File: config.mk
export PLATFORM = sky130hd
export DESIGN_NAME = burst_phase_tracker
export DESIGN_NICKNAME = d
export VERILOG_FILES = /design/src/bpt_pkg.sv /design/src/bpt_regs.sv /design/src/bpt_step.sv /design/src/burst_phase_tracker.sv
export SDC_FILE = /design/constraint.sdc
export NUM_CORES = 1
export LEC_CHECK = 0
export BUFFER_PORTS_ARGS = -buffer_cell sky130_fd_sc_hd__buf_2
export CORE_MARGIN = 10
export CORE_UTILIZATION = 40
export DETAILED_ROUTE_END_ITERATION = 6
export SYNTH_ARGS = -nofsm -noshare
export SYNTH_HDL_FRONTEND = slang
export SYNTH_SLANG_ARGS = --single-unit
export TNS_END_PERCENT = 1
File: constraint.sdc
create_clock -name clk -period 10.2 [get_ports clk]
set_clock_uncertainty 0.1 [all_clocks]
set_input_delay 2.04 -clock clk [delete_from_list [all_inputs] [get_ports clk]]
set_output_delay 2.04 -clock clk [all_outputs]
set_load 0.01 [all_outputs]
File: src/bpt_pkg.sv
`default_nettype none
package bpt_pkg;

	localparam int CFG_ADDR_W = 5;
	localparam int CFG_DATA_W = 32;

	typedef enum logic [2:0] {
		REG_MIN_BURST_ONES     = 3'd0,
		REG_END_GAP_SAMPLES    = 3'd1,
		REG_START_GAP_LIMIT    = 3'd2,
		REG_START_BURST_TARGET = 3'd3,
		REG_BURST_FLOOR        = 3'd4,
		REG_TOLERATED_ZEROS    = 3'd5
	} reg_idx_t;

	typedef enum logic [1:0] {
		PH_ACTIVE   = 2'd0,
		PH_ENDED    = 2'd1,
		PH_STARTING = 2'd2,
		PH_ERROR    = 2'd3
	} phase_t;

	typedef struct packed {
		logic [7:0]  min_burst_ones;
		logic [15:0] end_gap_samples;
		logic [7:0]  start_gap_limit;
		logic [7:0]  start_burst_target;
		logic [7:0]  burst_floor;
		logic [7:0]  tolerated_zeros;
	} cfg_t;

	localparam cfg_t CFG_RESET = '{
		min_burst_ones:     8'd8,
		end_gap_samples:    16'd1000,
		start_gap_limit:    8'd10,
		start_burst_target: 8'd15,
		burst_floor:        8'd3,
		tolerated_zeros:    8'd2
	};

endpackage
`default_nettype wire

File: src/bpt_regs.sv
`default_nettype none
module bpt_regs (
	input  wire logic                            clk,
	input  wire logic                            arst_n,
	input  wire logic                            psel,
	input  wire logic                            penable,
	input  wire logic                            pwrite,
	input  wire logic [bpt_pkg::CFG_ADDR_W-1:0]  paddr,
	input  wire logic [bpt_pkg::CFG_DATA_W-1:0]  pwdata,
	output logic      [bpt_pkg::CFG_DATA_W-1:0]  prdata,
	output logic                                 pready,
	output bpt_pkg::cfg_t                        cfg
);
	import bpt_pkg::*;

	cfg_t     cfg_q;
	reg_idx_t idx;
	logic     wr_en;

	assign idx    = reg_idx_t'(paddr[CFG_ADDR_W-1:2]);
	assign wr_en  = psel && penable && pwrite;
	assign pready = 1'b1;
	assign cfg    = cfg_q;

	always_ff @(posedge clk or negedge arst_n) begin
		if (!arst_n) begin
			cfg_q <= CFG_RESET;
		end else if (wr_en) begin
			case (idx)
				REG_MIN_BURST_ONES:     cfg_q.min_burst_ones     <= pwdata[7:0];
				REG_END_GAP_SAMPLES:    cfg_q.end_gap_samples    <= pwdata[15:0];
				REG_START_GAP_LIMIT:    cfg_q.start_gap_limit    <= pwdata[7:0];
				REG_START_BURST_TARGET: cfg_q.start_burst_target <= pwdata[7:0];
				REG_BURST_FLOOR:        cfg_q.burst_floor        <= pwdata[7:0];
				REG_TOLERATED_ZEROS:    cfg_q.tolerated_zeros    <= pwdata[7:0];
				default: ;
			endcase
		end
	end

	always_comb begin
		case (idx)
			REG_MIN_BURST_ONES:     prdata = {24'd0, cfg_q.min_burst_ones};
			REG_END_GAP_SAMPLES:    prdata = {16'd0, cfg_q.end_gap_samples};
			REG_START_GAP_LIMIT:    prdata = {24'd0, cfg_q.start_gap_limit};
			REG_START_BURST_TARGET: prdata = {24'd0, cfg_q.start_burst_target};
			REG_BURST_FLOOR:        prdata = {24'd0, cfg_q.burst_floor};
			REG_TOLERATED_ZEROS:    prdata = {24'd0, cfg_q.tolerated_zeros};
			default:                prdata = '0;
		endcase
	end

endmodule
`default_nettype wire

File: src/bpt_step.sv
`default_nettype none
module bpt_step #(
	parameter int COUNT_WIDTH = 16
) (
	input  wire bpt_pkg::cfg_t         cfg,
	input  wire logic                  sample,
	input  wire bpt_pkg::phase_t       mode,
	input  wire logic [COUNT_WIDTH-1:0] since_valid,
	input  wire logic [COUNT_WIDTH-1:0] tol_run,
	input  wire logic [COUNT_WIDTH-1:0] zero_run,
	input  wire logic [COUNT_WIDTH-1:0] longest_zero,
	input  wire logic [COUNT_WIDTH-1:0] plain_run,
	input  wire logic [7:0]             gap_zeros,
	input  wire logic [COUNT_WIDTH-1:0] valid_bursts,
	input  wire logic                   burst_active,
	input  wire logic [COUNT_WIDTH-1:0] held_len,
	input  wire logic                   held_valid,
	output bpt_pkg::phase_t            mode_nx,
	output logic [COUNT_WIDTH-1:0]     since_valid_nx,
	output logic [COUNT_WIDTH-1:0]     tol_run_nx,
	output logic [COUNT_WIDTH-1:0]     zero_run_nx,
	output logic [COUNT_WIDTH-1:0]     longest_zero_nx,
	output logic [COUNT_WIDTH-1:0]     plain_run_nx,
	output logic [7:0]                 gap_zeros_nx,
	output logic [COUNT_WIDTH-1:0]     valid_bursts_nx,
	output logic                       burst_active_nx,
	output logic [COUNT_WIDTH-1:0]     held_len_nx,
	output logic                       held_valid_nx,
	output logic                       closed
);
	import bpt_pkg::*;

	localparam int CW   = COUNT_WIDTH;
	localparam int CMPW = (CW > 16) ? CW : 16;

	function automatic logic [CW-1:0] inc_sat(input logic [CW-1:0] v);
		inc_sat = (v == {CW{1'b1}}) ? v : v + {{(CW-1){1'b0}}, 1'b1};
	endfunction

	function automatic logic [CMPW-1:0] ext(input logic [CW-1:0] v);
		ext = CMPW'(v);
	endfunction

	logic to_error;
	logic capped;
	logic tol_ge_floor;

	always_comb begin
		mode_nx         = mode;
		since_valid_nx  = since_valid;
		tol_run_nx      = tol_run;
		zero_run_nx     = zero_run;
		longest_zero_nx = longest_zero;
		plain_run_nx    = plain_run;
		gap_zeros_nx    = gap_zeros;
		valid_bursts_nx = valid_bursts;
		burst_active_nx = burst_active;
		held_len_nx     = held_len;
		held_valid_nx   = held_valid;
		closed          = 1'b0;
		to_error        = 1'b0;
		capped          = (mode == PH_STARTING);
		tol_ge_floor    = ext(tol_run) >= CMPW'(cfg.burst_floor);

		// tolerant run, shared by active and starting
		if (mode == PH_ACTIVE || mode == PH_STARTING) begin
			if (!sample && tol_ge_floor && gap_zeros != 8'hFF)
				gap_zeros_nx = gap_zeros + 8'd1;
			if (sample) begin
				tol_run_nx = inc_sat(tol_run);
			end else if (tol_ge_floor && gap_zeros_nx <= cfg.tolerated_zeros &&
				(!capped || ext(tol_run) < CMPW'(cfg.min_burst_ones))) begin
				tol_run_nx = tol_run;
			end else begin
				tol_run_nx   = '0;
				gap_zeros_nx = '0;
			end
		end

		unique case (mode)
			PH_ACTIVE: begin
				plain_run_nx   = sample ? inc_sat(plain_run) : '0;
				since_valid_nx = inc_sat(since_valid);
				if (plain_run_nx != '0) begin
					burst_active_nx = 1'b1;
					held_len_nx     = plain_run_nx;
				end else if (burst_active) begin
					closed        = 1'b1;
					held_valid_nx = ext(held_len) >= CMPW'(cfg.min_burst_ones);
					gap_zeros_nx  = '0;
					if (held_valid_nx) begin
						valid_bursts_nx = inc_sat(valid_bursts);
						since_valid_nx  = CW'(1);
					end
					burst_active_nx = 1'b0;
				end
				if (ext(since_valid_nx) > CMPW'(cfg.end_gap_samples)) begin
					mode_nx         = PH_ENDED;
					since_valid_nx  = '0;
					valid_bursts_nx = '0;
					plain_run_nx    = '0;
				end
			end
			PH_ENDED: begin
				plain_run_nx = sample ? inc_sat(plain_run) : '0;
				if (plain_run_nx != '0) begin
					burst_active_nx = 1'b1;
					held_len_nx     = plain_run_nx;
				end else if (burst_active) begin
					closed        = 1'b1;
					held_valid_nx = ext(held_len) >= CMPW'(cfg.min_burst_ones);
					if (held_valid_nx) begin
						valid_bursts_nx = CW'(1);
						since_valid_nx  = CW'(1);
						mode_nx         = PH_STARTING;
						longest_zero_nx = '0;
						gap_zeros_nx    = '0;
					end
					burst_active_nx = 1'b0;
				end
			end
			PH_STARTING: begin
				zero_run_nx = sample ? '0 : inc_sat(zero_run);
				if (zero_run_nx > longest_zero)
					longest_zero_nx = zero_run_nx;
				if (tol_run_nx != '0) begin
					burst_active_nx = 1'b1;
					held_len_nx     = tol_run_nx;
				end else if (burst_active) begin
					closed          = 1'b1;
					held_valid_nx   = ext(held_len) >= CMPW'(cfg.min_burst_ones);
					burst_active_nx = 1'b0;
					gap_zeros_nx    = '0;
					if (held_valid_nx) begin
						if (ext(longest_zero_nx) > CMPW'(cfg.start_gap_limit)) begin
							mode_nx         = PH_ERROR;
							plain_run_nx    = '0;
							valid_bursts_nx = '0;
							to_error        = 1'b1;
						end else begin
							valid_bursts_nx = inc_sat(valid_bursts);
							longest_zero_nx = '0;
						end
					end
				end
				if (!to_error && ext(valid_bursts_nx) >= CMPW'(cfg.start_burst_target))
					mode_nx = PH_ACTIVE;
			end
			PH_ERROR: begin
				plain_run_nx   = sample ? inc_sat(plain_run) : '0;
				since_valid_nx = inc_sat(since_valid);
				if (plain_run_nx != '0) begin
					burst_active_nx = 1'b1;
					held_len_nx     = plain_run_nx;
				end else if (burst_active) begin
					closed          = 1'b1;
					held_valid_nx   = ext(held_len) >= CMPW'(cfg.min_burst_ones);
					burst_active_nx = 1'b0;
					if (held_valid_nx) begin
						valid_bursts_nx = inc_sat(valid_bursts);
						since_valid_nx  = CW'(1);
					end
				end
				if (ext(since_valid_nx) > CMPW'(cfg.end_gap_samples)) begin
					mode_nx         = PH_ENDED;
					since_valid_nx  = '0;
					valid_bursts_nx = '0;
				end
			end
		endcase
	end

endmodule
`default_nettype wire

File: src/burst_phase_tracker.sv
// burst_phase_tracker
//
// Request channel: in_valid / in_stall carry one sample_bit per request.
// Result channel: out_valid / out_stall carry one result per request: phase,
// in_burst, burst_length, last_burst_valid, burst_count and burst_closed.
// Registers are written over the APB-style port, byte address 4 * index.
//
// A request accepted into the input register passes through the state
// update into the result register.
// Throughput: one request per cycle while the receiver does not stall; the state
// update loop through the tracker registers sets that figure.
//
// Reset clears all tracker state to zero (phase active), empties both
// stages and loads the register defaults.
// When the receiver stalls, the result register holds; the input register
// then holds its request and in_stall rises until the result is taken.
`default_nettype none
module burst_phase_tracker #(
	parameter int COUNT_WIDTH = 16
) (
	input  wire logic                            clk,
	input  wire logic                            arst_n,
	input  wire logic                            psel,
	input  wire logic                            penable,
	input  wire logic                            pwrite,
	input  wire logic [bpt_pkg::CFG_ADDR_W-1:0]  paddr,
	input  wire logic [bpt_pkg::CFG_DATA_W-1:0]  pwdata,
	output logic      [bpt_pkg::CFG_DATA_W-1:0]  prdata,
	output logic                                 pready,
	input  wire logic                            in_valid,
	output logic                                 in_stall,
	input  wire logic                            sample_bit,
	output logic                                 out_valid,
	input  wire logic                            out_stall,
	output logic      [1:0]                      phase,
	output logic                                 in_burst,
	output logic      [15:0]                     burst_length,
	output logic                                 last_burst_valid,
	output logic      [15:0]                     burst_count,
	output logic                                 burst_closed
);
	import bpt_pkg::*;

	localparam int CW = COUNT_WIDTH;

	cfg_t cfg;

	logic valid_s1;
	logic sample_s1;
	logic advance;
	logic fire;

	phase_t          mode_q, mode_nx;
	logic [CW-1:0]   since_valid_q, since_valid_nx;
	logic [CW-1:0]   tol_run_q, tol_run_nx;
	logic [CW-1:0]   zero_run_q, zero_run_nx;
	logic [CW-1:0]   longest_zero_q, longest_zero_nx;
	logic [CW-1:0]   plain_run_q, plain_run_nx;
	logic [7:0]      gap_zeros_q, gap_zeros_nx;
	logic [CW-1:0]   valid_bursts_q, valid_bursts_nx;
	logic            burst_active_q, burst_active_nx;
	logic [CW-1:0]   held_len_q, held_len_nx;
	logic            held_valid_q, held_valid_nx;
	logic            closed;

	logic            out_valid_q;
	logic [1:0]      phase_q;
	logic            in_burst_q;
	logic [15:0]     burst_length_q;
	logic            last_valid_q;
	logic [15:0]     burst_count_q;
	logic            closed_q;

	bpt_regs u_regs (
		.clk     (clk),
		.arst_n  (arst_n),
		.psel    (psel),
		.penable (penable),
		.pwrite  (pwrite),
		.paddr   (paddr),
		.pwdata  (pwdata),
		.prdata  (prdata),
		.pready  (pready),
		.cfg     (cfg)
	);

	bpt_step #(
		.COUNT_WIDTH (CW)
	) u_step (
		.cfg             (cfg),
		.sample          (sample_s1),
		.mode            (mode_q),
		.since_valid     (since_valid_q),
		.tol_run         (tol_run_q),
		.zero_run        (zero_run_q),
		.longest_zero    (longest_zero_q),
		.plain_run       (plain_run_q),
		.gap_zeros       (gap_zeros_q),
		.valid_bursts    (valid_bursts_q),
		.burst_active    (burst_active_q),
		.held_len        (held_len_q),
		.held_valid      (held_valid_q),
		.mode_nx         (mode_nx),
		.since_valid_nx  (since_valid_nx),
		.tol_run_nx      (tol_run_nx),
		.zero_run_nx     (zero_run_nx),
		.longest_zero_nx (longest_zero_nx),
		.plain_run_nx    (plain_run_nx),
		.gap_zeros_nx    (gap_zeros_nx),
		.valid_bursts_nx (valid_bursts_nx),
		.burst_active_nx (burst_active_nx),
		.held_len_nx     (held_len_nx),
		.held_valid_nx   (held_valid_nx),
		.closed          (closed)
	);

	assign advance  = !out_valid_q || !out_stall;
	assign fire     = valid_s1 && advance;
	assign in_stall = valid_s1 && !advance;

	always_ff @(posedge clk or negedge arst_n) begin
		if (!arst_n) begin
			valid_s1 <= 1'b0;
		end else if (in_valid && !in_stall) begin
			valid_s1 <= 1'b1;
		end else if (advance) begin
			valid_s1 <= 1'b0;
		end
	end

	always_ff @(posedge clk) begin
		if (in_valid && !in_stall)
			sample_s1 <= sample_bit;
	end

	always_ff @(posedge clk or negedge arst_n) begin
		if (!arst_n) begin
			mode_q         <= PH_ACTIVE;
			since_valid_q  <= '0;
			tol_run_q      <= '0;
			zero_run_q     <= '0;
			longest_zero_q <= '0;
			plain_run_q    <= '0;
			gap_zeros_q    <= '0;
			valid_bursts_q <= '0;
			burst_active_q <= 1'b0;
			held_len_q     <= '0;
			held_valid_q   <= 1'b0;
			out_valid_q    <= 1'b0;
		end else begin
			if (fire) begin
				mode_q         <= mode_nx;
				since_valid_q  <= since_valid_nx;
				tol_run_q      <= tol_run_nx;
				zero_run_q     <= zero_run_nx;
				longest_zero_q <= longest_zero_nx;
				plain_run_q    <= plain_run_nx;
				gap_zeros_q    <= gap_zeros_nx;
				valid_bursts_q <= valid_bursts_nx;
				burst_active_q <= burst_active_nx;
				held_len_q     <= held_len_nx;
				held_valid_q   <= held_valid_nx;
			end
			if (fire)
				out_valid_q <= 1'b1;
			else if (!out_stall)
				out_valid_q <= 1'b0;
		end
	end

	generate
		if (CW >= 16) begin : g_wide
			always_ff @(posedge clk) begin
				if (fire) begin
					burst_length_q <= held_len_nx[15:0];
					burst_count_q  <= valid_bursts_nx[15:0];
				end
			end
		end else begin : g_narrow
			always_ff @(posedge clk) begin
				if (fire) begin
					burst_length_q <= 16'(held_len_nx);
					burst_count_q  <= 16'(valid_bursts_nx);
				end
			end
		end
	endgenerate

	always_ff @(posedge clk) begin
		if (fire) begin
			phase_q      <= mode_nx;
			in_burst_q   <= burst_active_nx;
			last_valid_q <= held_valid_nx;
			closed_q     <= closed;
		end
	end

	assign out_valid        = out_valid_q;
	assign phase            = phase_q;
	assign in_burst         = in_burst_q;
	assign burst_length     = burst_length_q;
	assign last_burst_valid = last_valid_q;
	assign burst_count      = burst_count_q;
	assign burst_closed     = closed_q;

endmodule
`default_nettype wire

==> run_results.csv <==
group,metric,value,unit
detailed_routing,postRouteAntennaNets,0,
logic_synthesis,synth_xor_area_share,1.99,%
pwr,fin_total_pwr,3.32,mW
final_layout,final_area,0.0171,mm^2
detailed_routing,routedWlPerCell,19.6,um
worst_hold_path,hp-class,"flip-flop to flip-flop",
grt,grt_max_degree,118,
logic_synthesis,yosys.area.top_type,"dfrtp_1",
timing,hold_viol,0,
flow_run,cap_violations,0,
logic_synthesis,synth.top_cell.area_share,27.0,%
clocking,cts.htree.levels,1,
timing,rsz0062_at_grt,"false",
floorplanning,initial_utilization,40.7,%
clocking,cts_setup_buffers,0,
timing,fin_crit,8.47,ns
clocking,cts.path.max_buffers,3,
clocking,clk_pin_slew,0.06,ns
clocking,clkLatencyLatePin,0.57,ns
logic_synthesis,syn-cell-area,0.0154,mm^2
place,dp_hpwl,33100,um
worst_setup_path,critPathRequiredTime,10.46,ns
logic_synthesis,synth_edf_count,38,
detailed_routing,first_pass_iters,7,
clocking,root_buffer,"clkbuf_16",
logic_synthesis,yosys.area_share.simple,20.8,%
logic_synthesis,synthArstFlopShare,82.7,%
timing,setup_viol,0,
clocking,cts_resized,0,
pwr,combPwrFrac,30.3,%
floorplanning,dieArea,0.0468,mm^2
detailed_routing,drt_iter0_drc,1021,
pwr,p_per_area,194,mW/mm^2
pwr,p_sw_share,35.5,%
logic_synthesis,yosysWarnings,0,
pwr,ir_worst_vdd,127,uV
floorplanning,core-area,0.0378,mm^2
grt,grt_pass1_wl,72700,um
logic_synthesis,muxShareOfSynthArea,5.02,%
grt,grt_overflow_total,0,
clocking,cts-buffers-inserted,28,
logic_synthesis,ys_ff_latch,220,
detailed_routing,drc_errors,0,
place,io_buffer_count,81,
floorplanning,die_x,216,um
timing,min_period_over_period,83.0,%
final_layout,nets,1918,
worst_setup_path,start_kind,"flip-flop",
logic_synthesis,synth_fa_ha_area_share,7.23,%
logic_synthesis,synth_top_family_by_area,"compound AO/OA/AOI/OAI gates",
clocking,clkSinkCount,220,
worst_setup_path,worst-path-max-fanout,14,
detailed_routing,drt_wl_total,45500,um
worst_setup_path,max_stage_delay,0.52,ns
detailed_routing,viasPerCell,5.76,
worst_setup_path,worstSetupPathType,"flip-flop to flip-flop",
timing,max_freq,118,MHz
final_layout,diodes,0,
timing,worst-slew-pin-transition,1.16,ns
logic_synthesis,synth_compound_area_share,21.4,%
timing,layout_setup_ws,1.73,ns
worst_setup_path,cp-end-kind,"flip-flop",
status,status,"completed",
grt,grtUsageTotal,19.0,%
timing,drv_slew,0,
floorplanning,fp.dieH,216,um
grt,grt_pass1_vias,12900,
detailed_routing,vias,13400,
logic_synthesis,ys_seq_area_share,37.1,%
pwr,p_sw,1.18,mW
pwr,p_leak,7.45,nW
clocking,cts_tree,"yes",
worst_setup_path,crit_arrival,8.73,ns
floorplanning,num_rows,71,
pwr,p_clk_share,34.7,%
final_layout,drive_gt1_share,14.7,%
logic_synthesis,synth_ff_type,"dfrtp_1",
place,place_ws,1.87,ns
timing,fin_setup_tns,0,ns
timing,max_slew_margin,22.3,%
final_layout,mostFrequentLayoutCells,"nand2_1 (221), dfrtp_1 (166), o21ai_0 (132)",
logic_synthesis,avgSynthCellArea,8.76,um^2
final_layout,area_delta_synth_final,11.2,%
final_layout,layout_commonest_cell,"nand2_1",
worst_setup_path,cp_slowest_cell,"or4_1",
grt,grt_antenna_before_repair,0,
logic_synthesis,synth_area_leaders,"dfrtp_1 (27%), edfxtp_1 (7.4%), ha_1 (7.2%)",
logic_synthesis,synthCells,1758,
logic_synthesis,synth_cell_types,97,
pwr,intPower,2.14,mW
place,dpl_cell_area,0.0161,mm^2
pwr,p_seq_share,35.1,%
clocking,holdBufCountCts,0,
place,place.gp.congestion,0.919,
floorplanning,io_pins,117,
[synth_stat cells, types with 8 or more instances]
master and n:
nand3_1 48, inv_1 97, dfrtp_1 166, or3_1 9, a211oi_1 21, mux2i_1 24
or2_2 12, xnor2_1 22, a31oi_1 38, o21ai_0 132, nor4_1 24, a221o_1 9
a22oi_1 11, nor2_1 120, and4_1 13, o22ai_1 10, clkbuf_1 64, dfstp_2 16
nand2_1 222, a21o_1 27, buf_1 8, buf_4 27, a32o_1 12, mux2_2 46
nor2b_1 18, nand2b_1 18, nor3_1 40, o21a_1 11, buf_2 15, o31ai_1 16
nand4_1 31, a22o_1 31, o211ai_1 17, ha_1 89, a21oi_1 68, o21ai_1 11
xor2_1 13, and3_1 22, edfxtp_1 38, and2_1 13
[critical path, delay by kind of cell (launching register included)]
family	cells	cell delay, ns
AND/OR/NAND/NOR	17	3.64
adder cells (fa/ha/maj)	3	0.90
buffers and inverters	1	0.23
flip-flops	1	0.45
XOR/XNOR	1	0.24
AO/OA/AOI/OAI	15	2.69
[kinds of logic after synthesis]
kind of cell,after synthesis
and+or+nand+nor,638
AOI/OAI and AO/OA,485
DFF,220
buffers and inverters,218
adders and majority gates,89
muxes,71
xor gates and xnor gates,35
other,2
[metrics by stage]
stage / hold slack [ns] / utilization [%] / std cells
2_1_floorplan: 0.357 / - / 1773
6_report: 0.391 / 45.3 / 2317
4_1_cts: 0.395 / 45.3 / 2317
3_3_place_gp: 0.375 / 42.4 / 2265
3_5_place_dp: 0.382 / 42.4 / 2265
5_1_grt: 0.401 / 45.3 / 2317
[power by group through the flow]
stage	Clock, mW	Sequential [mW]	Combinational, mW
floorplan	0	1.13	0.721
global placement	0	1.17	0.985
detailed placement	0	1.18	0.998
CTS	1.17	1.16	1.00
global route	1.21	1.18	1.12
finish	1.15	1.16	1.00
[sequential cells by signal, indices dropped and copies added, names as in the netlist, 8 cells and up]
| register | flops |
|---|---|
| u_regs.cfg | 56 |
| burst_count | 16 |
| burst_length | 16 |
| held_len_q | 16 |
| longest_zero_q | 16 |
| plain_run_q | 16 |
| since_valid_q | 16 |
| tol_run_q | 16 |
| valid_bursts_q | 16 |
| zero_run_q | 16 |
| gap_zeros_q | 8 |
[path summary, 6_finish.rpt]
check                                       start  slack [ns]  cells after the start                end
worst min-delay path            longest_zero_q[1]        0.39                      1  longest_zero_q[1]
worst max register to register      zero_run_q[3]        1.73                     37           phase[1]
worst max-delay path                zero_run_q[3]        1.73                     37           phase[1]
min in group asynchronous                  arst_n        1.55                      1     zero_run_q[10]
worst min register to register  longest_zero_q[1]        0.39                      1  longest_zero_q[1]
max in group asynchronous                  arst_n        6.89                      2      held_len_q[1]
[layer usage]
metal  wire [um]  track usage (%)
met5           0                0
met4        1330             6.55
met3        2250             2.73
met2       21500             31.1
met1       20400             25.1
[cell type report]
cell class                      count  area (um^2)
Clock buffer                       34          763
Clock inverter                     18          313
Fill cell                        3762        20700
Inverter                           99          373
Multi-Input combinational cell   1335         8770
Sequential cell                   220         5720
Tap cell                          511          639
Timing Repair Buffer              100          557
No activity file was read; power rests on OpenSTA's default activity.
